[src/rtl/uniform_grid_quantizer_unit_macros.svh]
// Assertion macros shared by the uniform grid quantizer RTL.
`ifndef UNIFORM_GRID_QUANTIZER_UNIT_MACROS_SVH
`define UNIFORM_GRID_QUANTIZER_UNIT_MACROS_SVH

// Checks that the consequent holds in the same cycle as the antecedent.
`define UGQ_ASSERT_SAME(lbl, clk, rst_n, ante, cons) \
    lbl: assert property (@(posedge clk) disable iff (!(rst_n)) (ante) |-> (cons)) \
        else $error("ugq assertion failed");

// Checks that the consequent holds in the cycle after the antecedent.
`define UGQ_ASSERT_NEXT(lbl, clk, rst_n, ante, cons) \
    lbl: assert property (@(posedge clk) disable iff (!(rst_n)) (ante) |=> (cons)) \
        else $error("ugq assertion failed");

`endif

[src/rtl/ugq_pkg.sv]
// Types and constants shared by the uniform grid quantizer modules.
package ugq_pkg;

    typedef enum logic [1:0] {
        OP_CLEAR      = 2'd0,
        OP_OBSERVE    = 2'd1,
        OP_QUANTIZE   = 2'd2,
        OP_DEQUANTIZE = 2'd3
    } t_op;

    typedef struct packed {
        t_op                op;
        logic [6:0]         dim;
        logic signed [15:0] sample;
        logic [15:0]        code;
    } t_cmd;

    typedef struct packed {
        logic [15:0]        landmark_index;
        logic signed [15:0] approx_value;
        logic               range_known;
    } t_res;

    typedef enum logic [2:0] {
        ST_CLEAR,
        ST_IDLE,
        ST_EXEC,
        ST_MUL,
        ST_CHK,
        ST_DIV,
        ST_FIN
    } t_state;

    typedef struct packed {
        logic load;
        logic mul_step;
        logic div_step;
    } t_md_ctrl;

    localparam int                 STEP_W      = 4;
    localparam logic [STEP_W-1:0]  STEP_LAST   = 4'd15;
    localparam logic signed [15:0] RANGE_MIN_RESET = 16'sh7FFF;
    localparam logic signed [15:0] RANGE_MAX_RESET = 16'sh8000;
    localparam logic signed [15:0] VALUE_MAX   = 16'sh7FFF;
    localparam logic [15:0]        LCOUNT_RESET = 16'd256;

endpackage

[src/rtl/ugq_ram.sv]
// Generic single-port-write, single-port-read RAM with registered read data.
module ugq_ram #(
    parameter int WIDTH = 32,
    parameter int DEPTH = 128
) (
    input  logic                                   i_clk,
    input  logic                                   i_we,
    input  logic [((DEPTH > 1) ? $clog2(DEPTH) : 1)-1:0] i_waddr,
    input  logic [WIDTH-1:0]                       i_wdata,
    input  logic [((DEPTH > 1) ? $clog2(DEPTH) : 1)-1:0] i_raddr,
    output logic [WIDTH-1:0]                       o_rdata
);

    logic [WIDTH-1:0] mem [DEPTH];
    logic [WIDTH-1:0] r_rdata;

    always_ff @(posedge i_clk) begin
        if (i_we) begin
            mem[i_waddr] <= i_wdata;
        end
        r_rdata <= mem[i_raddr];
    end

    assign o_rdata = r_rdata;

endmodule

[src/rtl/ugq_muldiv.sv]
// Bit-serial shift-add multiplier and restoring divider sharing one 32-bit shift register.
module ugq_muldiv import ugq_pkg::*; (
    input  logic        i_clk,
    input  t_md_ctrl    i_ctrl,
    input  logic [15:0] i_mcand,
    input  logic [15:0] i_mplier,
    input  logic [15:0] i_divisor,
    output logic [31:0] o_acc,
    output logic [15:0] o_divisor,
    output logic        o_sat
);

    logic [31:0] r_acc;
    logic [31:0] n_acc;
    logic [15:0] r_mcand;
    logic [15:0] r_div;
    logic [16:0] mul_sum;
    logic [16:0] div_trial;
    logic        div_ge;
    logic [15:0] div_rem;

    always_comb begin
        mul_sum   = {1'b0, r_acc[31:16]} + (r_acc[0] ? {1'b0, r_mcand} : 17'd0);
        div_trial = {r_acc[31:16], r_acc[15]};
        div_ge    = div_trial >= {1'b0, r_div};
        div_rem   = div_ge ? 16'(div_trial - {1'b0, r_div}) : div_trial[15:0];
        priority if (i_ctrl.load) begin
            n_acc = {16'd0, i_mplier};
        end else if (i_ctrl.mul_step) begin
            n_acc = {mul_sum, r_acc[15:1]};
        end else if (i_ctrl.div_step) begin
            n_acc = {div_rem, r_acc[14:0], div_ge};
        end else begin
            n_acc = r_acc;
        end
    end

    always_ff @(posedge i_clk) begin
        r_acc <= n_acc;
        if (i_ctrl.load) begin
            r_mcand <= i_mcand;
            r_div   <= i_divisor;
        end
    end

    assign o_acc     = r_acc;
    assign o_divisor = r_div;
    assign o_sat     = r_acc[31:16] >= r_div;

endmodule

[src/rtl/uniform_grid_quantizer_unit.sv]
// Top level of the uniform grid quantizer: range memory, sequencer and result register.
// Clear, observe and commands needing no division pass through ST_EXEC before the registered result beat.
// Quantize and dequantize run 16 multiply steps, a saturation check and, unless it overflows, 16 divide steps.
// A new command is taken in the cycle its predecessor's result is shown; the receiver cannot stall.
// After reset every address of the range memory is swept to the reset range with busy high.
// Configuration writes are taken in every cycle, including during that sweep.
`include "uniform_grid_quantizer_unit_macros.svh"

module uniform_grid_quantizer_unit import ugq_pkg::*; #(
    parameter int DIMENSIONS = 128
) (
    input  logic        i_clk,
    input  logic        i_rst_n,
    input  logic        start,
    output logic        busy,
    input  t_cmd        i_cmd,
    output logic        o_valid,
    output t_res        o_res,
    input  logic        i_cfg_valid,
    output logic        o_cfg_ready,
    input  logic [15:0] i_cfg_data
);

    localparam int AW = (DIMENSIONS > 1) ? $clog2(DIMENSIONS) : 1;
    localparam logic [AW-1:0] LAST_ADDR = AW'(DIMENSIONS - 1);

    t_state             r_state, n_state;
    logic [STEP_W-1:0]  r_cnt, n_cnt;
    logic [AW-1:0]      r_clr_addr, n_clr_addr;
    logic               r_valid, n_valid;
    t_res               r_res, n_res;
    logic [15:0]        r_lcount;
    logic               r_sat, n_sat;
    logic signed [15:0] r_lo, n_lo;
    t_cmd               r_cmd;
    logic [AW-1:0]      r_addr;
    logic               r_dim_ok;

    logic               accept;
    logic [31:0]        dim_wide;
    logic               dim_ok_in;

    logic               ram_we;
    logic [AW-1:0]      ram_waddr;
    logic [31:0]        ram_wdata;
    logic [AW-1:0]      ram_raddr;
    logic [31:0]        ram_rdata;

    t_md_ctrl           md_ctrl;
    logic [15:0]        md_mcand;
    logic [15:0]        md_mplier;
    logic [15:0]        md_divisor;
    logic [31:0]        md_acc;
    logic [15:0]        md_div;
    logic               md_sat;

    logic signed [15:0] lo, hi, x;
    logic signed [16:0] diff_w, span_w;
    logic [15:0]        leff, lm1;
    logic               round_up;
    logic [16:0]        q_round;
    logic signed [17:0] approx_w;

    assign accept      = start && (r_state == ST_IDLE);
    assign busy        = (r_state != ST_IDLE);
    assign o_cfg_ready = 1'b1;
    assign o_valid     = r_valid;
    assign o_res       = r_res;

    assign dim_wide  = 32'(i_cmd.dim);
    assign dim_ok_in = dim_wide < 32'(DIMENSIONS);
    assign ram_raddr = dim_wide[AW-1:0];

    ugq_ram #(
        .WIDTH (32),
        .DEPTH (DIMENSIONS)
    ) u_range_ram (
        .i_clk   (i_clk),
        .i_we    (ram_we),
        .i_waddr (ram_waddr),
        .i_wdata (ram_wdata),
        .i_raddr (ram_raddr),
        .o_rdata (ram_rdata)
    );

    ugq_muldiv u_muldiv (
        .i_clk     (i_clk),
        .i_ctrl    (md_ctrl),
        .i_mcand   (md_mcand),
        .i_mplier  (md_mplier),
        .i_divisor (md_divisor),
        .o_acc     (md_acc),
        .o_divisor (md_div),
        .o_sat     (md_sat)
    );

    always_comb begin
        lo       = ram_rdata[31:16];
        hi       = ram_rdata[15:0];
        x        = r_cmd.sample;
        diff_w   = {x[15], x} - {lo[15], lo};
        span_w   = {hi[15], hi} - {lo[15], lo};
        leff     = (r_lcount == 16'd0) ? 16'd1 : r_lcount;
        lm1      = leff - 16'd1;
        round_up = {md_acc[31:16], 1'b0} > {1'b0, md_div};
        q_round  = {1'b0, md_acc[15:0]} + 17'(round_up);
        approx_w = {{2{r_lo[15]}}, r_lo} + {2'b00, md_acc[15:0]};
    end

    always_comb begin
        n_state    = r_state;
        n_cnt      = r_cnt;
        n_clr_addr = r_clr_addr;
        n_valid    = 1'b0;
        n_res      = r_res;
        n_sat      = r_sat;
        n_lo       = r_lo;
        ram_we     = 1'b0;
        ram_waddr  = r_addr;
        ram_wdata  = {RANGE_MIN_RESET, RANGE_MAX_RESET};
        md_ctrl    = '0;
        md_mcand   = 16'd0;
        md_mplier  = 16'd0;
        md_divisor = 16'd0;
        unique case (r_state)
            ST_CLEAR: begin
                ram_we     = 1'b1;
                ram_waddr  = r_clr_addr;
                n_clr_addr = r_clr_addr + AW'(1);
                if (r_clr_addr == LAST_ADDR) begin
                    n_state = ST_IDLE;
                end
            end
            ST_IDLE: begin
                if (accept) begin
                    n_state = ST_EXEC;
                end
            end
            ST_EXEC: begin
                n_state = ST_IDLE;
                n_valid = 1'b1;
                n_res   = '0;
                if (r_dim_ok) begin
                    unique case (r_cmd.op)
                        OP_CLEAR: begin
                            ram_we = 1'b1;
                        end
                        OP_OBSERVE: begin
                            ram_we            = 1'b1;
                            ram_wdata         = {(x < lo) ? x : lo, (x > hi) ? x : hi};
                            n_res.range_known = 1'b1;
                        end
                        OP_QUANTIZE: begin
                            n_res.range_known = (lo <= hi);
                            if ((hi > lo) && (x > lo)) begin
                                n_valid      = 1'b0;
                                n_state      = ST_MUL;
                                n_cnt        = '0;
                                md_ctrl.load = 1'b1;
                                md_mcand     = diff_w[15:0];
                                md_mplier    = leff;
                                md_divisor   = span_w[15:0];
                            end
                        end
                        OP_DEQUANTIZE: begin
                            if (hi >= lo) begin
                                n_valid      = 1'b0;
                                n_state      = ST_MUL;
                                n_cnt        = '0;
                                n_lo         = lo;
                                md_ctrl.load = 1'b1;
                                md_mcand     = span_w[15:0];
                                md_mplier    = r_cmd.code;
                                md_divisor   = leff;
                            end
                        end
                    endcase
                end
            end
            ST_MUL: begin
                md_ctrl.mul_step = 1'b1;
                n_cnt            = r_cnt + STEP_W'(1);
                if (r_cnt == STEP_LAST) begin
                    n_state = ST_CHK;
                end
            end
            ST_CHK: begin
                n_sat   = md_sat;
                n_cnt   = '0;
                n_state = md_sat ? ST_FIN : ST_DIV;
            end
            ST_DIV: begin
                md_ctrl.div_step = 1'b1;
                n_cnt            = r_cnt + STEP_W'(1);
                if (r_cnt == STEP_LAST) begin
                    n_state = ST_FIN;
                end
            end
            ST_FIN: begin
                n_state           = ST_IDLE;
                n_valid           = 1'b1;
                n_res             = '0;
                n_res.range_known = 1'b1;
                if (r_cmd.op == OP_QUANTIZE) begin
                    if (r_sat || (q_round > {1'b0, lm1})) begin
                        n_res.landmark_index = lm1;
                    end else begin
                        n_res.landmark_index = q_round[15:0];
                    end
                end else begin
                    if (r_sat || (approx_w > 18'sd32767)) begin
                        n_res.approx_value = VALUE_MAX;
                    end else begin
                        n_res.approx_value = approx_w[15:0];
                    end
                end
            end
            default: begin
                n_state = ST_IDLE;
            end
        endcase
    end

    always_ff @(posedge i_clk) begin
        if (!i_rst_n) begin
            r_state    <= ST_CLEAR;
            r_cnt      <= '0;
            r_clr_addr <= '0;
            r_valid    <= 1'b0;
            r_lcount   <= LCOUNT_RESET;
        end else begin
            r_state    <= n_state;
            r_cnt      <= n_cnt;
            r_clr_addr <= n_clr_addr;
            r_valid    <= n_valid;
            if (i_cfg_valid && o_cfg_ready) begin
                r_lcount <= i_cfg_data;
            end
        end
    end

    always_ff @(posedge i_clk) begin
        r_res <= n_res;
        r_sat <= n_sat;
        r_lo  <= n_lo;
        if (accept) begin
            r_cmd    <= i_cmd;
            r_addr   <= ram_raddr;
            r_dim_ok <= dim_ok_in;
        end
    end

    `UGQ_ASSERT_NEXT(a_accept_starts_work, i_clk, i_rst_n, accept, busy && !o_valid)
    `UGQ_ASSERT_SAME(a_unknown_range_zero, i_clk, i_rst_n, o_valid && !o_res.range_known,
        (o_res.landmark_index == 16'd0) && (o_res.approx_value == 16'sd0))
    `UGQ_ASSERT_SAME(a_result_after_work, i_clk, i_rst_n, o_valid, $past(busy))
    `UGQ_ASSERT_SAME(a_no_write_idle, i_clk, i_rst_n, r_state == ST_IDLE, !ram_we)

endmodule
[config.mk]
export PLATFORM = sky130hd
export DESIGN_NAME = uniform_grid_quantizer_unit
export DESIGN_NICKNAME = d
export VERILOG_FILES = /design/src/rtl/ugq_pkg.sv /design/src/rtl/ugq_ram.sv /design/src/rtl/ugq_muldiv.sv /design/src/rtl/uniform_grid_quantizer_unit.sv
export VERILOG_INCLUDE_DIRS = /design/src /design/src/rtl
export SDC_FILE = /design/constraint.sdc
export NUM_CORES = 2
export LEC_CHECK = 0
export BUFFER_PORTS_ARGS = -buffer_cell sky130_fd_sc_hd__clkbuf_2
export CORE_AREA = 2 2 783 785
export DETAILED_ROUTE_END_ITERATION = 16
export DIE_AREA = 0 0 785 787
export PLACE_DENSITY = 0.5
export SYNTH_ARGS = -nofsm -noshare
export SYNTH_HDL_FRONTEND = slang
export SYNTH_SLANG_ARGS = --single-unit
[constraint.sdc]
create_clock -name i_clk -period 6.35 [get_ports i_clk]
set_input_delay 0.3175 -clock i_clk [delete_from_list [all_inputs] [get_ports i_clk]]
set_output_delay 0.3175 -clock i_clk [all_outputs]
set_load 0.01 [all_outputs]
==> out/summary.txt <==
Hold Slack: 116 ps
Drt pass-1 iters: 5
Comb pwr share: 3.9%
FFs w/ async S/R, synth: 0%
Most numerous cell in the Yosys netlist: edfxtp_1
GPL Wtd Cong: 0.821
CTS H-tree lvls: 5
Critical path peak fanout: 31
RR Startpoint: u_muldiv.o_acc[24]
CTS max path bufs: 4
Detailed-route DRC error count: 0
Slew Limit Fails: 0
Crit path DAT: 6330 ps
Worst Setup SP: u_muldiv.o_acc[24]
Total grt overflow: 0
Largest net degree at the start of global routing: 129
Initial Util: 27.9%
Final setup viols: 0
Die area: 618000 um^2
Internal power: 46.0 mW
Seq cells post-synth: 4314
Worst-margin pin slew: 1310 ps
CTS root buf: clkbuf_16
Area of the core: 609000 um^2
Post-Synthesis Cells: 7444
Synth area leader: edfxtp_1
Via count: 82000
Sw Ratio: 21.6%
TritonCTS buffer count: 430
Initial antenna violation count: 61
Post-DP HPWL: 295000 um
Flop pwr share: 52.7%
Critical Path End: o_res[17]
Top post-synthesis cells by count: edfxtp_1, mux4_2, nor2_1
IO buf count: 95
Worst EP required: 7060 ps
Antenna viol nets, final: 0
Minimum clock period: 5620 ps
First-pass GRT wire length: 679000 um
GRT busiest layer: met2
GRT Overall Usage: 15.4%
Maximum VDD drop: 277 uV
Latest clock arrival within the worst-skew pair: 1060 ps
Met2 GRT Util: 25.3%
MaxCap Viol Count: 0
FF-to-FF End: o_res[17]
Slew HR: 12.8%
Final wirelength: 490000 um
Worst reg2reg setup slack: 730 ps
Via density: 4.96
Skew final: 114 ps
Met3 usage: 2.11%
Setup repair after global routing missed its margin: false
Total power: 58.7 mW
Vias in the first global route: 83300
Setup TNS: 0 ps
Wire length per cell: 29.6 um
Status: finished clean
CTS tree: done
Chip Width: 785 um
Worst-path clk slew: 70 ps
Leak: 67.2 nW
Share of layout cells above drive strength 1: 30.7%
Die Height: 787 um
Io pins: 97
EDFF count, synth: 4235
Layout Utilization: 32.6%
Area contributors post-synth: edfxtp_1, mux4_2, ha_1
Startpoint types: register
NetSw: 12.7 mW
Post-synthesis instance area: 170000 um^2
Main synth FF type: edfxtp_1
PD cells: 295 nW/um^2
Nets: 8230
Syn_area_per_cell: 22.8 um^2
Syn_nets: 7648
Num rows: 287
Yosys top cell area share: 74.8%
Grt met1 use: 21.8%
Synth cell types: 72
Worst Setup End Kind: register
Hold Path Class: primary input to register
Ys Warns: 0
Final Hold Viols: 0
Reg2Reg Depth: 22
Clock share of power: 43.5%
Highest clock rate: 178 MHz
Kind of critical path: register to register
Clock sinks: 4314
Synth-to-layout area growth: 16.9%
Initial DRC count: 9539
Sequential cell area fraction in the yosys report: 75.7%
Final worst path period share: 88.6%
## power groups by stage
stage	combinational, mW	sequential (mW)	clock [mW]
floorplan	1.34	31.5	0
global placement	2.23	31.5	0
detailed placement	2.22	31.5	0
CTS	2.29	30.9	26.1
global route	2.37	30.9	27.0
finish	2.26	30.9	25.5
## logic make-up (layout without fill, tap and decap cells)
family	Yosys count	in the layout	share of synthesized area [%]
AO/OA/AOI/OAI	410	410	1.64
multiplexers	1434	1434	18.4
adder cells (fa/ha/maj)	143	143	1.07
AND/OR/NAND/NOR	594	594	1.63
XOR/XNOR	95	95	0.489
flip-flops	4314	4314	75.7
other	1	34	0.00221
buffers and inverters	453	1408	1.07
## timing repair
action                                  CTS  global route
gates resized for setup                   0             0
hold endpoints to repair                 89             0
hold buffers                            115             0
setup buffers                             0             0
endpoints found under the setup margin    0             0
## cells in the final DEF, fill, tap and decap left out, types with 43 or more instances in the layout
master and count:
edfxtp_1 4235, mux4_2 1344, clkbuf_16 430, buf_4 243, nor2_4 144, ha_1 138
nand2_1 120, dlygate4sd3_1 115, nor2_1 99, clkbuf_1 96, clkinv_1 94, a21oi_1 91
clkbuf_2 89, inv_1 85, dfxtp_1 79, clkinv_2 74, buf_12 66, xnor2_1 59
mux2i_1 57, o21ai_0 55, a22oi_1 43
## routing by layer
| layer | vias up | wire length [um] |
|---|---|---|
| li1 | 33000 | - |
| met1 | 45400 | 211000 |
| met2 | 3004 | 236000 |
| met3 | 549 | 29700 |
| met4 | 10 | 12400 |
| met5 | - | 73 |
## final cells by class
type,instances,area [um^2]
clock inverters,264,2800
inverters,86,323
multi-input cells,2677,40600
well taps,8092,10100
diodes,33,82.6
repair buffers,517,4800
flip-flops and latches,4314,129000
fillers,56900,411000
clock buffers,541,11300
## critical path, stage by stage, from the launching register on
cell,delay [ps]
dfxtp_1,360
ha_1,370
and4_1,270
nor3b_1,370
a31oi_1,170
a21oi_1,370
ha_1,300
ha_1,220
nand2_1,100
nor3_1,220
buf_4,180
and3_1,190
nand3_1,100
xnor2_1,160
ha_1,320
nand4_1,160
nor4_1,310
nand4_1,160
and3_1,210
a21oi_1,140
buf_4,300
mux2i_1,240
nor2_1,60
## how the worst min path moves through the flow
stage / startpoint / end / slack (ps) / cells past startpoint
after CTS: i_cmd[40] / r_cmd[40] / 20 / 2
after detailed placement: u_range_ram.o_rdata[23] / r_lo[7] / 430 / 0
after global placement: u_range_ram.o_rdata[17] / r_lo[1] / 430 / 0
after floorplan: u_range_ram.o_rdata[26] / r_lo[10] / 410 / 0
final: i_cmd[22] / x[6] / 120 / 2
after global routing: i_cmd[22] / x[6] / 90 / 2
## registers in the layout (all words and copies together), names as in the netlist
register,flops
o_res,33
o_valid,1
r_addr,7
r_clr_addr,7
r_cmd,18
r_cnt,4
r_lcount,16
r_lo,16
r_sat,1
r_state,3
u_muldiv.o_acc,32
u_muldiv.o_divisor,16
u_muldiv.r_mcand,16
u_range_ram.mem,4096
u_range_ram.o_rdata,32
x,16
## metrics by stage
stage / cells / instance area (um^2) / worst slack (ps)
2_1_floorplan: 7444 / 170000 / 84.8
3_3_place_gp: 15600 / 183000 / 585
3_5_place_dp: 15600 / 183000 / 756
4_1_cts: 16500 / 199000 / 664
5_1_grt: 16500 / 199000 / 220
6_report: 16500 / 199000 / 726
No activity file was read; power rests on OpenSTA's default activity.
